===== src/rtl/ppgbr_pkg.sv =====
package ppgbr_pkg;

  // default geometry
  localparam int SAMPLE_BITS_DEF = 24;
  localparam int FRAC_BITS_DEF   = 16;

  // fixed field widths
  localparam int ALPHA_W    = 16;
  localparam int WARM_W     = 8;
  localparam int PLOT_W     = 28;
  localparam int CFG_IDX_W  = 3;
  localparam int CFG_DATA_W = 16;

  // wrist residual gain of 8 as a shift
  localparam int WRIST_SHIFT = 3;
  localparam int CENTRE      = 2048;

  typedef logic signed [PLOT_W-1:0] plot_t;

  localparam plot_t PLOT_MAX  = 28'sh7FFFFFF;
  localparam plot_t PLOT_MIN  = -28'sh8000000;
  localparam plot_t LAST_RST  = 28'sd2048;
  localparam plot_t MIN_RST   = 28'sd10000;
  localparam plot_t MAX_RST   = 28'sd0;

  // register reset values
  localparam logic [ALPHA_W-1:0] ALPHA_WRIST_RST  = 16'd328;
  localparam logic [ALPHA_W-1:0] ALPHA_FINGER_RST = 16'd655;
  localparam logic [ALPHA_W-1:0] ALPHA_WARMUP_RST = 16'd6554;
  localparam logic [WARM_W-1:0]  WARMUP_LEN_RST   = 8'd50;

  // register indexes
  typedef enum logic [CFG_IDX_W-1:0] {
    REG_SOURCE_MODE   = 3'd0,
    REG_ALPHA_WRIST   = 3'd1,
    REG_ALPHA_FINGER  = 3'd2,
    REG_ALPHA_WARMUP  = 3'd3,
    REG_WARMUP_LENGTH = 3'd4
  } cfg_reg_e;

  // source mode codes
  localparam logic MODE_WRIST  = 1'b0;
  localparam logic MODE_FINGER = 1'b1;

  typedef struct packed {
    logic               source_mode;
    logic [ALPHA_W-1:0] alpha_wrist;
    logic [ALPHA_W-1:0] alpha_finger;
    logic [ALPHA_W-1:0] alpha_warmup;
    logic [WARM_W-1:0]  warmup_length;
  } cfg_t;

endpackage


===== src/rtl/ppgbr_channels.sv =====
// sample channel
interface ppgbr_in_if #(
  parameter int SAMPLE_BITS = ppgbr_pkg::SAMPLE_BITS_DEF
) ();
  logic                   valid;
  logic                   ready;
  logic [SAMPLE_BITS-1:0] sample;

  modport source (output valid, output sample, input ready);
  modport sink (input valid, input sample, output ready);
endinterface

// result channel
interface ppgbr_out_if ();
  logic                  valid;
  logic                  ready;
  ppgbr_pkg::plot_t      plot_value;
  logic                  held;
  ppgbr_pkg::plot_t      min_seen;
  ppgbr_pkg::plot_t      max_seen;

  modport source (output valid, output plot_value, output held, output min_seen,
                  output max_seen, input ready);
  modport sink (input valid, input plot_value, input held, input min_seen,
                input max_seen, output ready);
endinterface

// register write channel
interface ppgbr_cfg_if ();
  logic                                 valid;
  logic                                 ready;
  logic [ppgbr_pkg::CFG_IDX_W-1:0]      index;
  logic [ppgbr_pkg::CFG_DATA_W-1:0]     data;

  modport source (output valid, output index, output data, input ready);
  modport sink (input valid, input index, input data, output ready);
endinterface


===== src/rtl/ppgbr_cfg_regs.sv =====
module ppgbr_cfg_regs (
  input  logic            clk,
  input  logic            rst_n,
  ppgbr_cfg_if.sink       cfg_ch,
  output ppgbr_pkg::cfg_t cfg
);
  import ppgbr_pkg::*;

  cfg_t cfg_r, cfg_nxt;

  // writes are always taken
  assign cfg_ch.ready = 1'b1;
  assign cfg = cfg_r;

  // register decode
  always_comb begin
    cfg_nxt = cfg_r;
    if (cfg_ch.valid) begin
      unique case (cfg_ch.index)
        REG_SOURCE_MODE:   cfg_nxt.source_mode   = cfg_ch.data[0];
        REG_ALPHA_WRIST:   cfg_nxt.alpha_wrist   = cfg_ch.data[ALPHA_W-1:0];
        REG_ALPHA_FINGER:  cfg_nxt.alpha_finger  = cfg_ch.data[ALPHA_W-1:0];
        REG_ALPHA_WARMUP:  cfg_nxt.alpha_warmup  = cfg_ch.data[ALPHA_W-1:0];
        REG_WARMUP_LENGTH: cfg_nxt.warmup_length = cfg_ch.data[WARM_W-1:0];
        default:           cfg_nxt = cfg_r;
      endcase
    end
  end

  always_ff @(posedge clk) begin
    if (!rst_n) begin
      cfg_r.source_mode   <= MODE_WRIST;
      cfg_r.alpha_wrist   <= ALPHA_WRIST_RST;
      cfg_r.alpha_finger  <= ALPHA_FINGER_RST;
      cfg_r.alpha_warmup  <= ALPHA_WARMUP_RST;
      cfg_r.warmup_length <= WARMUP_LEN_RST;
    end else begin
      cfg_r <= cfg_nxt;
    end
  end

endmodule


===== src/rtl/ppgbr_core.sv =====
module ppgbr_core #(
  parameter int SAMPLE_BITS = ppgbr_pkg::SAMPLE_BITS_DEF,
  parameter int FRAC_BITS   = ppgbr_pkg::FRAC_BITS_DEF
) (
  input  logic            clk,
  input  logic            rst_n,
  input  ppgbr_pkg::cfg_t cfg,
  ppgbr_in_if.sink        in_ch,
  ppgbr_out_if.source     out_ch
);
  import ppgbr_pkg::*;

  localparam int BW  = SAMPLE_BITS + FRAC_BITS;
  localparam int PW  = BW + ALPHA_W;
  localparam int GW  = BW + WRIST_SHIFT;
  localparam int IPW = SAMPLE_BITS + WRIST_SHIFT;
  localparam int VW  = IPW + 2;
  localparam int EW  = (VW > PLOT_W) ? VW : PLOT_W;

  // input register
  logic                   s1_valid_r, s1_valid_nxt;
  logic [SAMPLE_BITS-1:0] s1_sample_r;
  logic                   adv;

  // filter state
  logic [BW-1:0]     baseline_r, baseline_nxt;
  logic              seeded_r, seeded_nxt;
  logic [WARM_W-1:0] warm_cnt_r, warm_cnt_nxt;
  plot_t             last_pt_r, last_pt_nxt;
  plot_t             min_r, min_nxt;
  plot_t             max_r, max_nxt;

  // result register
  logic  out_valid_r, out_valid_nxt;
  plot_t out_plot_r, out_plot_nxt;
  logic  out_held_r, out_held_nxt;

  // datapath
  logic [BW-1:0]        xs, base_eff, mag, step, upd;
  logic                 neg, is_wrist, is_zero, warm, produce, track;
  logic [ALPHA_W-1:0]   alpha;
  logic [PW-1:0]        prod;
  logic [PW:0]          rnd_sum;
  logic [GW-1:0]        gained;
  logic [IPW-1:0]       ip;
  logic signed [VW-1:0] ipx, v;
  logic signed [EW-1:0] ve;
  plot_t                plot_sat;

  // an item moves on when the result slot is free or being drained
  assign adv          = s1_valid_r && (!out_valid_r || out_ch.ready);
  assign in_ch.ready  = !s1_valid_r || adv;
  assign s1_valid_nxt = (in_ch.valid && in_ch.ready) || (s1_valid_r && !adv);

  // residual against the baseline, seeding folds into a zero residual
  assign xs       = {s1_sample_r, {FRAC_BITS{1'b0}}};
  assign base_eff = seeded_r ? baseline_r : xs;
  assign neg      = xs < base_eff;
  assign mag      = neg ? (base_eff - xs) : (xs - base_eff);

  assign is_wrist = (cfg.source_mode == MODE_WRIST);
  assign is_zero  = (s1_sample_r == '0);
  assign warm     = (warm_cnt_r < cfg.warmup_length);

  // baseline step, floor toward the sample on the way up, ceil on the way down
  assign alpha   = is_wrist ? cfg.alpha_wrist : (warm ? cfg.alpha_warmup : cfg.alpha_finger);
  assign prod    = PW'(mag) * PW'(alpha);
  assign rnd_sum = neg ? ({1'b0, prod} + (PW+1)'({ALPHA_W{1'b1}})) : {1'b0, prod};
  assign step    = rnd_sum[PW-1:ALPHA_W];
  assign upd     = neg ? (base_eff - step) : (base_eff + step);

  // plot value: gain, drop fraction, recentre, saturate
  assign gained = is_wrist ? (GW'(mag) << WRIST_SHIFT) : GW'(mag);
  assign ip     = gained[GW-1:FRAC_BITS];
  assign ipx    = VW'(ip);
  assign v      = (neg ? -ipx : ipx) + VW'(CENTRE);
  assign ve     = EW'(v);

  always_comb begin
    if (ve > EW'(PLOT_MAX)) begin
      plot_sat = PLOT_MAX;
    end else if (ve < EW'(PLOT_MIN)) begin
      plot_sat = PLOT_MIN;
    end else begin
      plot_sat = ve[PLOT_W-1:0];
    end
  end

  // mode rules and state update
  always_comb begin
    baseline_nxt  = baseline_r;
    seeded_nxt    = seeded_r;
    warm_cnt_nxt  = warm_cnt_r;
    last_pt_nxt   = last_pt_r;
    min_nxt       = min_r;
    max_nxt       = max_r;
    produce       = 1'b0;
    track         = 1'b0;
    out_plot_nxt  = out_plot_r;
    out_held_nxt  = out_held_r;
    if (adv) begin
      out_plot_nxt = plot_sat;
      out_held_nxt = 1'b0;
      if (is_wrist) begin
        baseline_nxt = upd;
        seeded_nxt   = 1'b1;
        produce      = 1'b1;
        track        = 1'b1;
      end else if (is_zero) begin
        if (warm) begin
          warm_cnt_nxt = warm_cnt_r + 1'b1;
        end else begin
          produce      = 1'b1;
          out_plot_nxt = last_pt_r;
          out_held_nxt = 1'b1;
        end
      end else if (warm) begin
        warm_cnt_nxt = warm_cnt_r + 1'b1;
        baseline_nxt = upd;
        seeded_nxt   = 1'b1;
      end else begin
        baseline_nxt = upd;
        seeded_nxt   = 1'b1;
        produce      = 1'b1;
        track        = 1'b1;
        last_pt_nxt  = plot_sat;
      end
    end
    if (track) begin
      if (plot_sat < min_r) begin
        min_nxt = plot_sat;
      end
      if (plot_sat > max_r) begin
        max_nxt = plot_sat;
      end
    end
  end

  assign out_valid_nxt = adv ? produce : (out_valid_r && !out_ch.ready);

  // control and state registers
  always_ff @(posedge clk) begin
    if (!rst_n) begin
      s1_valid_r  <= 1'b0;
      out_valid_r <= 1'b0;
      baseline_r  <= '0;
      seeded_r    <= 1'b0;
      warm_cnt_r  <= '0;
      last_pt_r   <= LAST_RST;
      min_r       <= MIN_RST;
      max_r       <= MAX_RST;
    end else begin
      s1_valid_r  <= s1_valid_nxt;
      out_valid_r <= out_valid_nxt;
      baseline_r  <= baseline_nxt;
      seeded_r    <= seeded_nxt;
      warm_cnt_r  <= warm_cnt_nxt;
      last_pt_r   <= last_pt_nxt;
      min_r       <= min_nxt;
      max_r       <= max_nxt;
    end
  end

  // payload registers
  always_ff @(posedge clk) begin
    if (in_ch.valid && in_ch.ready) begin
      s1_sample_r <= in_ch.sample;
    end
    out_plot_r <= out_plot_nxt;
    out_held_r <= out_held_nxt;
  end

  // extrema only move when a result is loaded, so they read straight out
  assign out_ch.valid      = out_valid_r;
  assign out_ch.plot_value = out_plot_r;
  assign out_ch.held       = out_held_r;
  assign out_ch.min_seen   = min_r;
  assign out_ch.max_seen   = max_r;

endmodule


===== src/rtl/ppg_baseline_removal.sv =====
// PPG baseline removal: takes one raw sample per transfer and returns the
// sample minus an exponential moving-average baseline, centred on 2048 and
// saturated to 28 bits signed, with the running minimum and maximum. Wrist
// mode (source_mode 0) plots every sample at a residual gain of 8; finger
// mode skips warmup_length samples first and repeats the last point (held
// set) for a zero sample. Warm-up samples produce no result. A sample passes
// through the input register, then through the residual, the 40x16 baseline
// multiply and saturation into the result register. The baseline loop closes
// in that single stage, so a new sample is taken every cycle while the result
// side keeps up. The user must write registers over the cfg channel only while
// no sample is in flight; the block itself does not enforce this.
module ppg_baseline_removal #(
  parameter int SAMPLE_BITS = ppgbr_pkg::SAMPLE_BITS_DEF,
  parameter int FRAC_BITS   = ppgbr_pkg::FRAC_BITS_DEF
) (
  input  logic        clk,
  input  logic        rst_n,
  ppgbr_in_if.sink    in_ch,
  ppgbr_out_if.source out_ch,
  ppgbr_cfg_if.sink   cfg_ch
);
  import ppgbr_pkg::*;

  cfg_t cfg;

  // register file
  ppgbr_cfg_regs u_cfg_regs (
    .clk    (clk),
    .rst_n  (rst_n),
    .cfg_ch (cfg_ch),
    .cfg    (cfg)
  );

  // filter pipeline
  ppgbr_core #(
    .SAMPLE_BITS (SAMPLE_BITS),
    .FRAC_BITS   (FRAC_BITS)
  ) u_core (
    .clk    (clk),
    .rst_n  (rst_n),
    .cfg    (cfg),
    .in_ch  (in_ch),
    .out_ch (out_ch)
  );

endmodule


===== src/flat_wrapper.sv =====
// flat-port wrapper written by rule: the top's interface ports become plain ports
module ppg_baseline_removal_flat import ppgbr_pkg::*;
#(
  parameter int SAMPLE_BITS = ppgbr_pkg::SAMPLE_BITS_DEF,
  parameter int FRAC_BITS   = ppgbr_pkg::FRAC_BITS_DEF
)
  (clk, rst_n, in_ch_valid, in_ch_sample, in_ch_ready, out_ch_valid, out_ch_plot_value, out_ch_held, out_ch_min_seen, out_ch_max_seen, out_ch_ready, cfg_ch_valid, cfg_ch_index, cfg_ch_data, cfg_ch_ready);
  ppgbr_in_if #(.SAMPLE_BITS(SAMPLE_BITS)) in_ch_i ();
  ppgbr_out_if out_ch_i ();
  ppgbr_cfg_if cfg_ch_i ();
  input  logic clk;
  input  logic rst_n;
  input wire logic [$bits(in_ch_i.valid)-1:0] in_ch_valid;
  input wire logic [$bits(in_ch_i.sample)-1:0] in_ch_sample;
  output wire logic [$bits(in_ch_i.ready)-1:0] in_ch_ready;
  output wire logic [$bits(out_ch_i.valid)-1:0] out_ch_valid;
  output wire logic [$bits(out_ch_i.plot_value)-1:0] out_ch_plot_value;
  output wire logic [$bits(out_ch_i.held)-1:0] out_ch_held;
  output wire logic [$bits(out_ch_i.min_seen)-1:0] out_ch_min_seen;
  output wire logic [$bits(out_ch_i.max_seen)-1:0] out_ch_max_seen;
  input wire logic [$bits(out_ch_i.ready)-1:0] out_ch_ready;
  input wire logic [$bits(cfg_ch_i.valid)-1:0] cfg_ch_valid;
  input wire logic [$bits(cfg_ch_i.index)-1:0] cfg_ch_index;
  input wire logic [$bits(cfg_ch_i.data)-1:0] cfg_ch_data;
  output wire logic [$bits(cfg_ch_i.ready)-1:0] cfg_ch_ready;
  assign in_ch_i.valid = in_ch_valid;
  assign in_ch_i.sample = in_ch_sample;
  assign in_ch_ready = in_ch_i.ready;
  assign out_ch_valid = out_ch_i.valid;
  assign out_ch_plot_value = out_ch_i.plot_value;
  assign out_ch_held = out_ch_i.held;
  assign out_ch_min_seen = out_ch_i.min_seen;
  assign out_ch_max_seen = out_ch_i.max_seen;
  assign out_ch_i.ready = out_ch_ready;
  assign cfg_ch_i.valid = cfg_ch_valid;
  assign cfg_ch_i.index = cfg_ch_index;
  assign cfg_ch_i.data = cfg_ch_data;
  assign cfg_ch_ready = cfg_ch_i.ready;
  ppg_baseline_removal #(.SAMPLE_BITS(SAMPLE_BITS), .FRAC_BITS(FRAC_BITS)) u_core (.clk(clk), .rst_n(rst_n), .in_ch(in_ch_i), .out_ch(out_ch_i), .cfg_ch(cfg_ch_i));
endmodule

===== config.mk =====
export PLATFORM = sky130hd
export DESIGN_NAME = ppg_baseline_removal_flat
export DESIGN_NICKNAME = d
export VERILOG_FILES = /design/src/rtl/ppgbr_pkg.sv /design/src/rtl/ppgbr_channels.sv /design/src/rtl/ppgbr_cfg_regs.sv /design/src/rtl/ppgbr_core.sv /design/src/rtl/ppg_baseline_removal.sv /design/src/flat_wrapper.sv
export SDC_FILE = /design/constraint.sdc
export NUM_CORES = 2
export LEC_CHECK = 0
export ABC_AREA = 1
export BUFFER_PORTS_ARGS = -buffer_cell sky130_fd_sc_hd__buf_2
export CORE_UTILIZATION = 30
export DETAILED_ROUTE_END_ITERATION = 12
export PLACE_DENSITY = 0.54
export REMOVE_ABC_BUFFERS = 1
export SYNTH_ARGS = -nofsm -noshare
export SYNTH_HDL_FRONTEND = slang
export SYNTH_SLANG_ARGS = --single-unit

===== constraint.sdc =====
create_clock -name clk -period 27 [get_ports clk]
set_input_delay 4.05 -clock clk [delete_from_list [all_inputs] [get_ports clk]]
set_output_delay 4.05 -clock clk [all_outputs]
set_load 0.005 [all_outputs]

==> impl_results.md <==
- Worst path required time: about 27 ns
- Worst path max stage delay: 0.56 ns
- Remaining global-route overflow: 0
- WHS: between 0.4 and 0.5 ns
- Ports: between 100 and 150
- Final setup vio count: 0
- Post-Syn Area: approximately 0.041 sq mm
- Core Region: ~0.14 sq mm
- Worst R2R Setup Slack: between 10 and 15 ns
- Setup TNS: 0 ns
- Fin area: between 0.04 and 0.05 sq mm
- Critical Path Fanout Max: 72
- Wire per inst: 18.53 um
- Longest Clk Path Bufs: 3
- Clock buffer count from CTS: 28
- First-pass GRT wire length: 227.1 mm
- RSZ-0062 raised after global routing: false
- Hold Crit Depth: 2
- Share of layout cells above drive strength 1: under 10%
- Slew Limit Fails: 0
- Status: finished, final reports clean
- Worst path most repeated cell: inv_1
- Synth top area share: ~26%
- Unique cell type count in the Yosys netlist: 55
- Ys async rst share: 0%
- DR vias/cell: slightly below 5
- Synth Register Bits: about 250
- Hold wc startpoint: u_core.u_cfg_regs.cfg[43]$_SDFFE_PN1P_
- Synth top area cells: fa_1, nand2_1, inv_1
- Nets: between 6,000 and 7,000
- Post-CTS setup buffers: 0
- Largest net degree at the start of global routing: 75
- Post-synthesis sequential area ratio: a little over an eighth
- Via count: 38,060
- Post-synth top area cell: fa_1
- Port Buffer Count: about 130
- Initial DRT Pass Iterations: 7
- CP endpoint kind: flip-flop
- Crit path DAT: about 17 ns
- Hold endpoint: u_core.u_cfg_regs.cfg[43]$_SDFFE_PN1P_
- Tot GR Track Use: about a fifth
- FMAX: 61.00 MHz
- Max-capacitance violation count: 0
- WS Path Type: flip-flop to flip-flop
- Worst-Skew Late Latency: 0.62 ns
- Row cnt: between 100 and 150
- CTS root buf: clkbuf_16
- P&R area growth vs syn: 8.760%
- Reg2reg start: u_core.u_core.seeded_r$_SDFFE_PN0P_
- Worst Max-Slew Pin Slew: approximately 1.0 ns
- Die X: 372.9 um
- Clock slew at reported path FFs: 0.06 ns
- Synth Flop Type: dfxtp_1
- Register area: approximately 0.0054 sq mm
- Reg2reg end: u_core.u_core.baseline_r[38]$_SDFFE_PN0P_
- Die Ht: approximately 370 um
- Routed WL: about 150 mm
- Cell Area, Placed: around 0.044 sq mm
- CTS tree: done
- Post-synth EDFFs: 53
- CP startpoint kind: flip-flop
- H-Tree Depth: 1
- Avg Cell Area, Syn: approximately 6.9 sq um
- Multi-input logic area: approximately 0.030 sq mm
- Dpl hpwl: between 100 and 150 mm
- Residual DRC: 0
- CTS sink count: 245
- Synth Instances: about 6,000
- Routed Antenna Nets: 0
- Post-cts hold buffer count: 0
- Drt initial violations: 2,773
- Post_cts resized: 0
- Yosys warns: 0
- Final Wtd Congestion: 0.9722
- Final hold vios: 0
- Initial Util: a little under a third
- Fillers: 14,760
- Vias in the first global route: approximately 38,000
- Fin crit share: 60.71%
- Worst r2r path cells: 80
- Clock Skews: between 0.02 and 0.03 ns
- Min-delay worst type: flip-flop to flip-flop
- Critical-path top delay cell: buf_4
- Worst rel slew slack: 30.64%
- Fin crit period: 16.39 ns
- Die Area: approximately 0.14 sq mm
- Initial antenna violation count: 2
-- per-layer routing --
layer | global-route usage, % | part of all wire, % | routed length, um | vias to the layer above
met4 | 4.623 | 2.4 | 3456 | 4
met2 | 33.71 | 45 | 65680 | 1194
met3 | 2.484 | 6.2 | 8982 | 192
met5 | 0 | 0.019 | 27 | -
met1 | 29.62 | 46 | 67330 | 18340
li1 | - | - | - | 18330
-- cell families after synthesis --
kind of cell             Yosys count  share of synthesized area, %
AO/OA/AOI/OAI                    662                         8.806
flip-flops                       245                         13.17
adder cells (fa/ha/maj)          816                         34.41
buffers and inverters           1473                         13.66
AND/OR/NAND/NOR                 2656                         26.34
other                              1                      0.009085
XOR/XNOR                         169                         3.604
-- stage by stage --
step | instances | utilization, % | worst slack, ns
floorplan | 5837 | - | 12.31
global placement | 7799 | 32.30 | 11.06
detailed placement | 7799 | 32.30 | 10.81
CTS | 7850 | 33.01 | 10.78
global route | 7850 | 33.01 | 9.265
finish | 7851 | 33.02 | 10.61
-- worst max-delay path, delay by kind of cell (launching register included) --
family                   cells  cell delay, ns
AND/OR/NAND/NOR             24            3.84
flip-flops                   1            0.31
buffers and inverters       20            2.80
adder cells (fa/ha/maj)      9            3.59
AO/OA/AOI/OAI               23            4.96
XOR/XNOR                     4            0.66
-- cells in the final DEF, fill, tap and decap left out, types with 126 or more instances in the layout --
cell,count
dfxtp_1,190
nand3_1,234
nor2_1,672
nand2_1,1532
fa_1,532
ha_1,284
o21ai_0,242
buf_2,133
a21oi_1,279
xor2_1,126
inv_1,1255
-- sequential cells by signal (all words and copies together) (netlist names) --
| register | count |
|---|---|
| u_core.u_core.out_ch.min_seen | 28 |
| u_core.u_core.s1_valid_r | 1 |
| u_core.u_core.last_pt_r | 28 |
| u_core.u_core.seeded_r | 1 |
| u_core.u_core.out_ch.held | 1 |
| u_core.u_core.out_ch.plot_value | 28 |
| u_core.u_core.out_ch.max_seen | 28 |
| u_core.u_cfg_regs.cfg | 57 |
| u_core.u_core.out_ch.valid | 1 |
| u_core.u_core.baseline_r | 40 |
| u_core.u_core.s1_sample_r | 24 |
| u_core.u_core.warm_cnt_r | 8 |
-- cell usage after synthesis, drive strengths merged (26+ instances only) --
| master | n |
|---|---|
| nor2 | 695 |
| xor2 | 126 |
| dfxtp | 192 |
| ha | 284 |
| edfxtp | 53 |
| nand4 | 68 |
| a21oi | 281 |
| nand2 | 1585 |
| clkbuf | 147 |
| xnor2 | 43 |
| inv | 1269 |
| nand3 | 240 |
| nor3 | 37 |
| o21ai | 249 |
| buf | 38 |
| a31oi | 33 |
| fa | 532 |
| o211ai | 26 |
-- area by class of cell --
| class | instances | share of cell area [%] |
|---|---|---|
| inverter | 1288 | 10.77 |
| clock buffer | 43 | 1.890 |
| sequential | 245 | 12.12 |
| antenna | 1 | 0.005574 |
| tap | 1781 | 4.964 |
| timing repair buffer | 181 | 2.285 |
| clock inverter | 8 | 0.2843 |
| multi-input combinational | 4304 | 67.68 |
-- how the worst max path moves through the flow --
stage	start	endpoint	cells after the start
global route	u_core.u_core.seeded_r$_SDFFE_PN0P_	u_core.u_core.baseline_r[38]$_SDFFE_PN0P_	76
finish	u_core.u_core.seeded_r$_SDFFE_PN0P_	u_core.u_core.baseline_r[38]$_SDFFE_PN0P_	80
global placement	u_core.u_core.seeded_r$_SDFFE_PN0P_	u_core.u_core.baseline_r[38]$_SDFFE_PN0P_	75
CTS	u_core.u_core.seeded_r$_SDFFE_PN0P_	u_core.u_core.baseline_r[38]$_SDFFE_PN0P_	75
floorplan	u_core.u_core.seeded_r$_SDFFE_PN0P_	u_core.u_core.baseline_r[38]$_SDFFE_PN0P_	74
detailed placement	u_core.u_core.seeded_r$_SDFFE_PN0P_	u_core.u_core.baseline_r[38]$_SDFFE_PN0P_	75
Power is not shown: default switching activity piles up to over one toggle a cycle in this logic, so the estimate is an artifact.
